$ cat config.mk
export PLATFORM = sky130hd
export DESIGN_NAME = afu_ctrl
export DESIGN_NICKNAME = d
export VERILOG_FILES = /design/src/rtl/core/afu_pkg.sv /design/src/rtl/core/afu_ctrl.sv
export SDC_FILE = /design/constraint.sdc
export NUM_CORES = 1
export LEC_CHECK = 0
export ABC_AREA = 1
export BUFFER_PORTS_ARGS = -buffer_cell sky130_fd_sc_hd__buf_2
export CORE_ASPECT_RATIO = 0.6
export CORE_MARGIN = 2
export CORE_UTILIZATION = 60
export DETAILED_ROUTE_END_ITERATION = 8
export GPL_TIMING_DRIVEN = 0
export PLACE_DENSITY = 0.95
export SLEW_MARGIN = 5
export SYNTH_ARGS = -nofsm -noshare
export SYNTH_HDL_FRONTEND = slang
export SYNTH_SLANG_ARGS = --single-unit
$ cat constraint.sdc
create_clock -name clk_i -period 7.2 [get_ports clk_i]
set_clock_uncertainty 0.2 [all_clocks]
set_input_delay 1.08 -clock clk_i [delete_from_list [all_inputs] [get_ports clk_i]]
set_output_delay 1.08 -clock clk_i [all_outputs]
set_load 0.01 [all_outputs]
$ cat src/rtl/core/afu_pkg.sv
// ----------------------------------------------------------------------------
// afu_pkg
// Shared types and constants for the stereo frame FIFO and 2:3 upsampler.
// ----------------------------------------------------------------------------
package afu_pkg;

  localparam int unsigned SAMPLE_W  = 16;
  localparam int unsigned FRAME_W   = 2 * SAMPLE_W;
  localparam int unsigned LIMIT_W   = 14;
  localparam int unsigned BUFFERED_W = 14;
  localparam logic [LIMIT_W-1:0] LIMIT_RESET = 14'd6000;

  typedef enum logic {
    OP_PUSH = 1'b0,
    OP_TICK = 1'b1
  } op_e;

  typedef enum logic [1:0] {
    ST_ACCEPTED = 2'd0,
    ST_REFUSED  = 2'd1,
    ST_DROPPED  = 2'd2,
    ST_FRAME    = 2'd3
  } status_e;

  typedef struct packed {
    logic                        first_of_call;
    op_e                         opcode;
    logic signed [SAMPLE_W-1:0]  left_in;
    logic signed [SAMPLE_W-1:0]  right_in;
  } item_t;

  typedef struct packed {
    status_e                     status;
    logic signed [SAMPLE_W-1:0]  left_out;
    logic signed [SAMPLE_W-1:0]  right_out;
    logic                        block_end;
    logic [BUFFERED_W-1:0]       buffered_frames;
  } result_t;

endpackage

$ cat src/rtl/core/afu_ctrl.sv
// ----------------------------------------------------------------------------
// afu_ctrl
// FIFO bookkeeping, admission, grant and upsampler phase; one item per cycle while fire_i is high.
// ----------------------------------------------------------------------------
module afu_ctrl #(
  parameter int unsigned FIFO_DEPTH       = 8192,
  parameter int unsigned OUT_BLOCK_FRAMES = 256,
  parameter int unsigned IN_BLOCK_FRAMES  = 171,
  parameter int unsigned AW               = 13
) (
  input  logic                            clk_i,
  input  logic                            rst_ni,
  input  logic                            fire_i,
  input  afu_pkg::item_t                  item_i,
  input  logic [afu_pkg::LIMIT_W-1:0]     limit_i,
  input  logic [afu_pkg::FRAME_W-1:0]     head_i,
  output afu_pkg::result_t                result_o,
  output logic                            wr_en_o,
  output logic [AW-1:0]                   wr_addr_o,
  output logic [afu_pkg::FRAME_W-1:0]     wr_data_o,
  output logic [AW-1:0]                   rd_addr_o
);
  import afu_pkg::*;

  localparam int unsigned CNT_W = $clog2(FIFO_DEPTH + 1);
  localparam int unsigned GW    = $clog2(IN_BLOCK_FRAMES + 1);
  localparam int unsigned PW    = $clog2(OUT_BLOCK_FRAMES);

  logic [AW-1:0]      wp_q, wp_d, rp_q, rp_d;
  logic [CNT_W-1:0]   bc_q, bc_d, sc_q, sc_d;
  logic [PW-1:0]      phase_q, phase_d;
  logic [1:0]         mod3_q, mod3_d;
  logic [GW-1:0]      gl_q, gl_d;
  logic [FRAME_W-1:0] held_q, held_d;
  logic               adm_q, adm_d;

  logic [CNT_W+LIMIT_W-1:0] bc_ext, lim_ext;
  logic [CNT_W+BUFFERED_W-1:0] bc_out_ext;
  logic [GW-1:0]      grant, gl_eff, adv;
  logic               pop, blk_end, admitted;
  logic [AW:0]        rp_sum;
  logic [FRAME_W-1:0] frame;

  always_comb begin
    wp_d    = wp_q;
    rp_d    = rp_q;
    bc_d    = bc_q;
    sc_d    = sc_q;
    phase_d = phase_q;
    mod3_d  = mod3_q;
    gl_d    = gl_q;
    held_d  = held_q;
    adm_d   = adm_q;
    wr_en_o = 1'b0;
    frame   = '0;
    blk_end = 1'b0;
    pop     = 1'b0;
    adv     = '0;
    rp_sum  = '0;

    bc_ext  = {{LIMIT_W{1'b0}}, bc_q};
    lim_ext = {{CNT_W{1'b0}}, limit_i};
    grant   = (bc_q < CNT_W'(IN_BLOCK_FRAMES)) ? bc_q[GW-1:0] : GW'(IN_BLOCK_FRAMES);
    gl_eff  = (phase_q == '0) ? grant : gl_q;
    admitted = item_i.first_of_call ? (bc_ext < lim_ext) : adm_q;

    result_o.status = ST_FRAME;

    if (item_i.opcode == OP_PUSH) begin
      if (!admitted) begin
        result_o.status = ST_REFUSED;
      end else if (sc_q == CNT_W'(FIFO_DEPTH)) begin
        result_o.status = ST_DROPPED;
      end else begin
        result_o.status = ST_ACCEPTED;
        wr_en_o = fire_i;
        wp_d = (wp_q == AW'(FIFO_DEPTH - 1)) ? '0 : wp_q + 1'b1;
        sc_d = sc_q + 1'b1;
        bc_d = bc_q + 1'b1;
      end
      adm_d = admitted;
    end else begin
      if (phase_q == '0) begin
        bc_d = bc_q - CNT_W'(grant);
      end
      // frame index floor(2p/3) moves on except where p mod 3 is one
      if (mod3_q != 2'd1) begin
        pop    = (gl_eff != '0);
        held_d = pop ? head_i : '0;
      end
      frame   = held_d;
      blk_end = (phase_q == PW'(OUT_BLOCK_FRAMES - 1));
      // at block end the rest of the grant is thrown away with the pop
      adv     = blk_end ? gl_eff : GW'(pop);
      gl_d    = gl_eff - adv;
      rp_sum  = {1'b0, rp_q} + (AW+1)'(adv);
      rp_d    = (rp_sum >= (AW+1)'(FIFO_DEPTH)) ? AW'(rp_sum - (AW+1)'(FIFO_DEPTH))
                                                : rp_sum[AW-1:0];
      sc_d    = sc_q - CNT_W'(adv);
      if (blk_end) begin
        phase_d = '0;
        mod3_d  = 2'd0;
      end else begin
        phase_d = phase_q + 1'b1;
        mod3_d  = (mod3_q == 2'd2) ? 2'd0 : mod3_q + 2'd1;
      end
    end

    if (!fire_i) begin
      rp_d = rp_q;
    end

    bc_out_ext = {{BUFFERED_W{1'b0}}, bc_d};
    result_o.left_out        = frame[SAMPLE_W-1:0];
    result_o.right_out       = frame[FRAME_W-1:SAMPLE_W];
    result_o.block_end       = blk_end;
    result_o.buffered_frames = bc_out_ext[BUFFERED_W-1:0];
  end

  assign wr_addr_o = wp_q;
  assign wr_data_o = {item_i.right_in, item_i.left_in};
  assign rd_addr_o = rp_d;

  always_ff @(posedge clk_i or negedge rst_ni) begin
    if (!rst_ni) begin
      wp_q    <= '0;
      rp_q    <= '0;
      bc_q    <= '0;
      sc_q    <= '0;
      phase_q <= '0;
      mod3_q  <= '0;
      gl_q    <= '0;
      held_q  <= '0;
      adm_q   <= 1'b0;
    end else if (fire_i) begin
      wp_q    <= wp_d;
      rp_q    <= rp_d;
      bc_q    <= bc_d;
      sc_q    <= sc_d;
      phase_q <= phase_d;
      mod3_q  <= mod3_d;
      gl_q    <= gl_d;
      held_q  <= held_d;
      adm_q   <= adm_d;
    end
  end

endmodule

-- Word level (Yosys, flattened, before mapping)
Index checks and enable logic that the tools add are counted.
- flip-flop bits (word level): 105
- input port bits: 83
- output and inout bits: 108
- logic and storage cells: 67
- add/sub/neg operators: 10
- $lt $le $gt $ge: 3
- equal/unequal tests: 6
- muxes and demuxes: 30
- bitwise logic cells: 2
- reductions and logical operators: 7
- operator list (kind ; count):
    2-to-1 mux 14 bit ; 7
    2-to-1 mux 32 bit ; 3
    2-to-1 mux 13 bit ; 4
    2-to-1 mux 8 bit ; 4
    adder 14 x 1 -> 14 bit (second input constant) ; 2
    subtractor 14 x 8 -> 14 bit ; 2
    adder 13 x 8 -> 14 bit ; 1
    == test 14 bit (second input constant) ; 1
    >= comparator 14 bit (second input constant) ; 1
    < comparator 14 bit ; 1
    < comparator 14 x 8 -> 1 bit (second input constant) ; 1
    adder 13 x 1 -> 13 bit (second input constant) ; 1
    == test 13 bit (second input constant) ; 1
    subtractor 13 x 1 -> 13 bit (second input constant) ; 1
    2-to-1 mux 2 bit ; 5
    adder 8 x 1 -> 8 bit (second input constant) ; 1
    == test 8 bit (second input constant) ; 1
    zero test 8 bit ; 1
    nonzero test 8 bit ; 1
    subtractor 8 bit ; 1
    2-to-1 mux 1 bit ; 7
    AND reduction 2 bit ; 2
    AND reduction 4 bit ; 1
    AND reduction 3 bit ; 1
    6 further kinds ; 7

-- Logic depth before layout (Yosys ltp)
- depth in word-level cells: 12
- mapped depth: 29
- mapped depth without buffers: 28

-- Least setup slack after synthesis
OpenSTA, ideal clock, no wires.
- path kind: reg-to-output
- from: register phase_q[0]
- to: output rd_addr_o[8]
- arrival time: 3.378 ns
- required time: 5.920 ns
- path slack: 2.542 ns
- stages on the path, launching flop included: 25
- buffers on the path: 2
- path through: dfrtp_1 inv_1 ha_1 nand3_1 nor3_4 buf_6 nand2_1 o22ai_2 nand2_1 nor2_2 nand2_4 buf_6 nand3_1 nand2_1 ha_1 fa_1 nand3_1 nand2_1 nand2_1 nand2_1 a21oi_1 o211ai_1 nand2_1 xor2_1 inv_1
- longest elaborated chain between the ends: 11
- elaborated cells between the ends (all ways): 13
- classes of those cells: add/sub (2); order compare (1); eq/ne (1); mux (7); reduce/logical (2)
- ends and longest elaborated chain (item ; line ; source):
    from (decl) ; afu_ctrl.sv:31 ; logic [PW-1:0] phase_q, phase_d;
    from (signal assigned) ; afu_ctrl.sv:140 ; phase_q <= phase_d;
    zero test 8 bit ; afu_ctrl.sv:64 ; gl_eff = (phase_q == '0) ? grant : gl_q;
    2-to-1 mux 8 bit ; afu_ctrl.sv:64 ;
    nonzero test 8 bit ; afu_ctrl.sv:88 ; pop = (gl_eff != '0);
    2-to-1 mux 1 bit ; afu_ctrl.sv:87 ; if (mod3_q != 2'd1) begin
    2-to-1 mux 1 bit ; afu_ctrl.sv:69 ; if (item_i.opcode == OP_PUSH) begin
    2-to-1 mux 8 bit (*) ; afu_ctrl.sv:94 ; adv = blk_end ? gl_eff : GW'(pop);
    adder 13 x 8 -> 14 bit (*) ; afu_ctrl.sv:96 ; rp_sum = {1'b0, rp_q} + (AW+1)'(adv);
    subtractor 13 x 1 -> 13 bit / >= comparator 14 bit (equally long branches) ; afu_ctrl.sv:97 ; rp_d = (rp_sum >= (AW+1)'(FIFO_DEPTH)) ? AW'(rp_sum - (AW+1)'(FIFO_DEPTH))
    2-to-1 mux 13 bit (*) ; afu_ctrl.sv:97 ;
    2-to-1 mux 13 bit (*) ; afu_ctrl.sv:69 ;
    2-to-1 mux 13 bit (*) ; afu_ctrl.sv:109 ; if (!fire_i) begin
    to (decl) ; afu_ctrl.sv:21 ; output logic [AW-1:0] rd_addr_o
Every way passes the cells marked *; elsewhere a longest branch is shown, timed or not. The select of a mux whose other input is x is not followed.

-- Final worst setup path
Ends and elaborated chain as after synthesis.

==> impl_metrics.toml <==
[min_path]
hp-class = "reg2reg"
hold_depth = 2
worstHoldStart = "held_q[4]"
min_to = "held_q[4]"

[setup_path]
rr_startpoint = "phase_q[0]"
start_kind = "flop"
crit_required_ns = 5.92
critPathKind = "reg2out"
end_kind = "output pin"
reg2reg_depth = 27
arrival_ns = 4.73
rr_endpoint = "sc_q[10]"
crit_fanout = 10
r2r_slack_ns = 2.60

[sta]
tns_ns = 0
worstMarginPinSlew_ns = 0.713
layout_setup_ws_ns = 1.19
rsz0062_at_grt = "false"
maxSlewViolCount = 0
fmax_ghz = 0.166
slew_headroom_pct = 52.5
finalCriticalPeriod_ns = 6.01
final_hold_viol_count = 0
holdWs_ns = 0.280
fin_crit_sh_pct = 83.5
setup_viol = 0

[grt]
antenna_found_initial = 0
grt_pass1_wl_um = 36600
grt_max_degree = 63
grt_pass1_vias = 7650
grt_util_all_layers_pct = 31.0
grt-ovfl-total = 0

[die]
initial_utilization_pct = 60.8
coreArea_um2 = 13500
dieArea_um2 = 14700
num_rows = 33
die_h_um = 94.7
die_w_um = 155
num_io_pins = 191

[clock_tree]
cts_setup_buffers = 0
clk_path_buf_depth = 2
clock-sinks = 105
clk_latency_ns = 0.35
cts-root-buf = "clkbuf_16"
h-tree-depth = 3
cts_made_buffers = 9
path_clk_slew_ns = 0.08
cts_tree = "done"
postCtsHoldBufs = 0
cts_resized = 0

[synthesis]
ys_warn_count = 0
syn_avg_cell_area_um2 = 6.81
yosys_register_bits = 105
synth_cell_types = 46
yosysSeqAreaShare_pct = 31.9
synth_fp_nets = 1334
syn_inst = 1208
syn_area_um2 = 8230

[drt]
antenna_left = 0
vias = 8539
dr.pass1.iters = 7
routed_wl_um = 22800
via_per_inst = 5.48
drt-wirelength-per-cell_um = 14.6
drt-initial-drc-count = 902
drc = 0

[placement]
gp_congestion = 0.960
post-place-ws_ns = 1.74
hpwl_um = 17400
placed_area_um2 = 9270
io_buffers = 158

[finish]
num_antenna_cells = 0
final_cell_mix = "nand2_1 (432), buf_2 (164), inv_1 (116)"
area_growth_pct = 16.1
final_area_um2 = 9560
drive_gt1_share_pct = 20.7
layout.nets = 1504
final_common_cell = "nand2_1"

[job]
drv_cap = 0

[pwr]
ir_drop_mv = 0.155
p_leak_nw = 5.50
power_density_nw_per_um2 = 301

[status]
status = "completed"
-- flip-flops by register name (all words and copies together) (netlist names) --
register / flops
held_q: 32
bc_q: 14
sc_q: 14
rp_q: 13
wr_addr_o: 13
gl_q: 8
phase_q: 8
mod3_q: 2
adm_q: 1
-- layout make-up --
| type | instances | area, um2 |
|---|---|---|
| buffer | 76 | 459 |
| clock buffer | 10 | 229 |
| clock inverter | 6 | 57.6 |
| fill | 1088 | 3990 |
| inverter | 126 | 473 |
| multi-input combinational | 901 | 4670 |
| sequential | 105 | 2630 |
| tap | 175 | 219 |
| timing repair buffer | 159 | 821 |
-- kinds of logic (layout without fill, tap and decap cells) --
kind of cell / count (synthesis) / in the layout / synth area share, %
simple gates: 675 / 675 / 36.4
buf+inv: 202 / 377 / 11.3
compound gates: 144 / 144 / 9.39
flops: 105 / 105 / 31.9
fa+ha+maj: 43 / 43 / 6.72
xor+xnor: 36 / 36 / 3.83
mux: 3 / 3 / 0.365
-- how the worst max path moves through the flow --
stage          startpoint           end  slack (ns)  cells past startpoint
2_1_floorplan  phase_q[0]  rd_addr_o[8]        2.54                     24
3_3_place_gp   phase_q[0]  rd_addr_o[8]        1.86                     25
3_5_place_dp   phase_q[0]  rd_addr_o[8]        1.74                     26
4_1_cts        phase_q[0]  rd_addr_o[8]        1.28                     26
5_1_grt        phase_q[0]  rd_addr_o[8]        0.86                     26
6_report       phase_q[0]  rd_addr_o[8]        1.19                     26
-- power breakdown --
group,leakage (nW),switching [mW],internal (mW)
clock,0.141,0.247,0.244
sequential,1.32,0.161,0.774
combinational,4.04,0.925,0.531
total,5.50,1.33,1.55
-- synthesized netlist by cell type, drive strengths merged --
| master | number | share of area (%) |
|---|---|---|
| mux2i | 3 | 0.36 |
| a21oi | 61 | 3.7 |
| xor2 | 26 | 2.8 |
| nand3 | 110 | 8.6 |
| nor3b | 1 | 0.091 |
| ha | 41 | 6.2 |
| or2 | 9 | 0.68 |
| o22ai | 3 | 0.38 |
| o211ai | 3 | 0.27 |
| o21a | 1 | 0.091 |
| nand3b | 6 | 0.55 |
| dfrtp | 105 | 32 |
| nor4 | 1 | 0.076 |
| o21ai | 67 | 4.1 |
| a21o | 1 | 0.091 |
| a21boi | 1 | 0.091 |
| nor3 | 13 | 0.93 |
| a22o | 2 | 0.21 |
| inv | 125 | 5.7 |
| nand2 | 440 | 20 |
| nor2 | 81 | 4.1 |
| clkinv | 1 | 0.046 |
| and2 | 1 | 0.076 |
| buf | 52 | 4.5 |
| xnor2 | 10 | 1.1 |
| nand4 | 13 | 0.99 |
| o21bai | 1 | 0.091 |
| fa | 2 | 0.49 |
| clkbuf | 24 | 1.1 |
| o2111ai | 1 | 0.11 |
| a31oi | 3 | 0.23 |
-- per-layer routing --
layer,up-vias,part of all wire (%),track usage [%]
met1,3885,45,46.0
met3,29,11,7.48
met2,450,43,46.2
met4,0,0.98,6.65
li1,4175,-,-
met5,-,0,0
-- stage by stage --
step	power, mW	std cells	utilization, %
4_1_cts	2.85	1558	70.6
3_3_place_gp	2.28	1541	68.2
3_5_place_dp	2.35	1542	68.5
5_1_grt	3.11	1558	70.6
2_1_floorplan	1.94	1208	-
6_report	2.88	1558	70.6
-- worst max-delay path: stages (launching register included) --
cell and delay, ns:
dfrtp_1 0.40, inv_1 0.15, ha_1 0.17, nand3_1 0.11, nor3_4 0.27, inv_2 0.17
nor2_4 0.20, nand2_2 0.09, nand2_1 0.15, nand2_1 0.11, nor2_4 0.11, nand2_4 0.10
buf_6 0.17, nand3_1 0.15, nand2_1 0.15, ha_1 0.25, fa_1 0.40, nand3_1 0.09
nand2_1 0.09, nand2_1 0.09, nand2_1 0.05, a21oi_1 0.20, o211ai_1 0.17, nand2_1 0.11
xor2_1 0.20, inv_1 0.07, buf_2 0.14
Note: power is estimated with default switching activity, not from simulation.
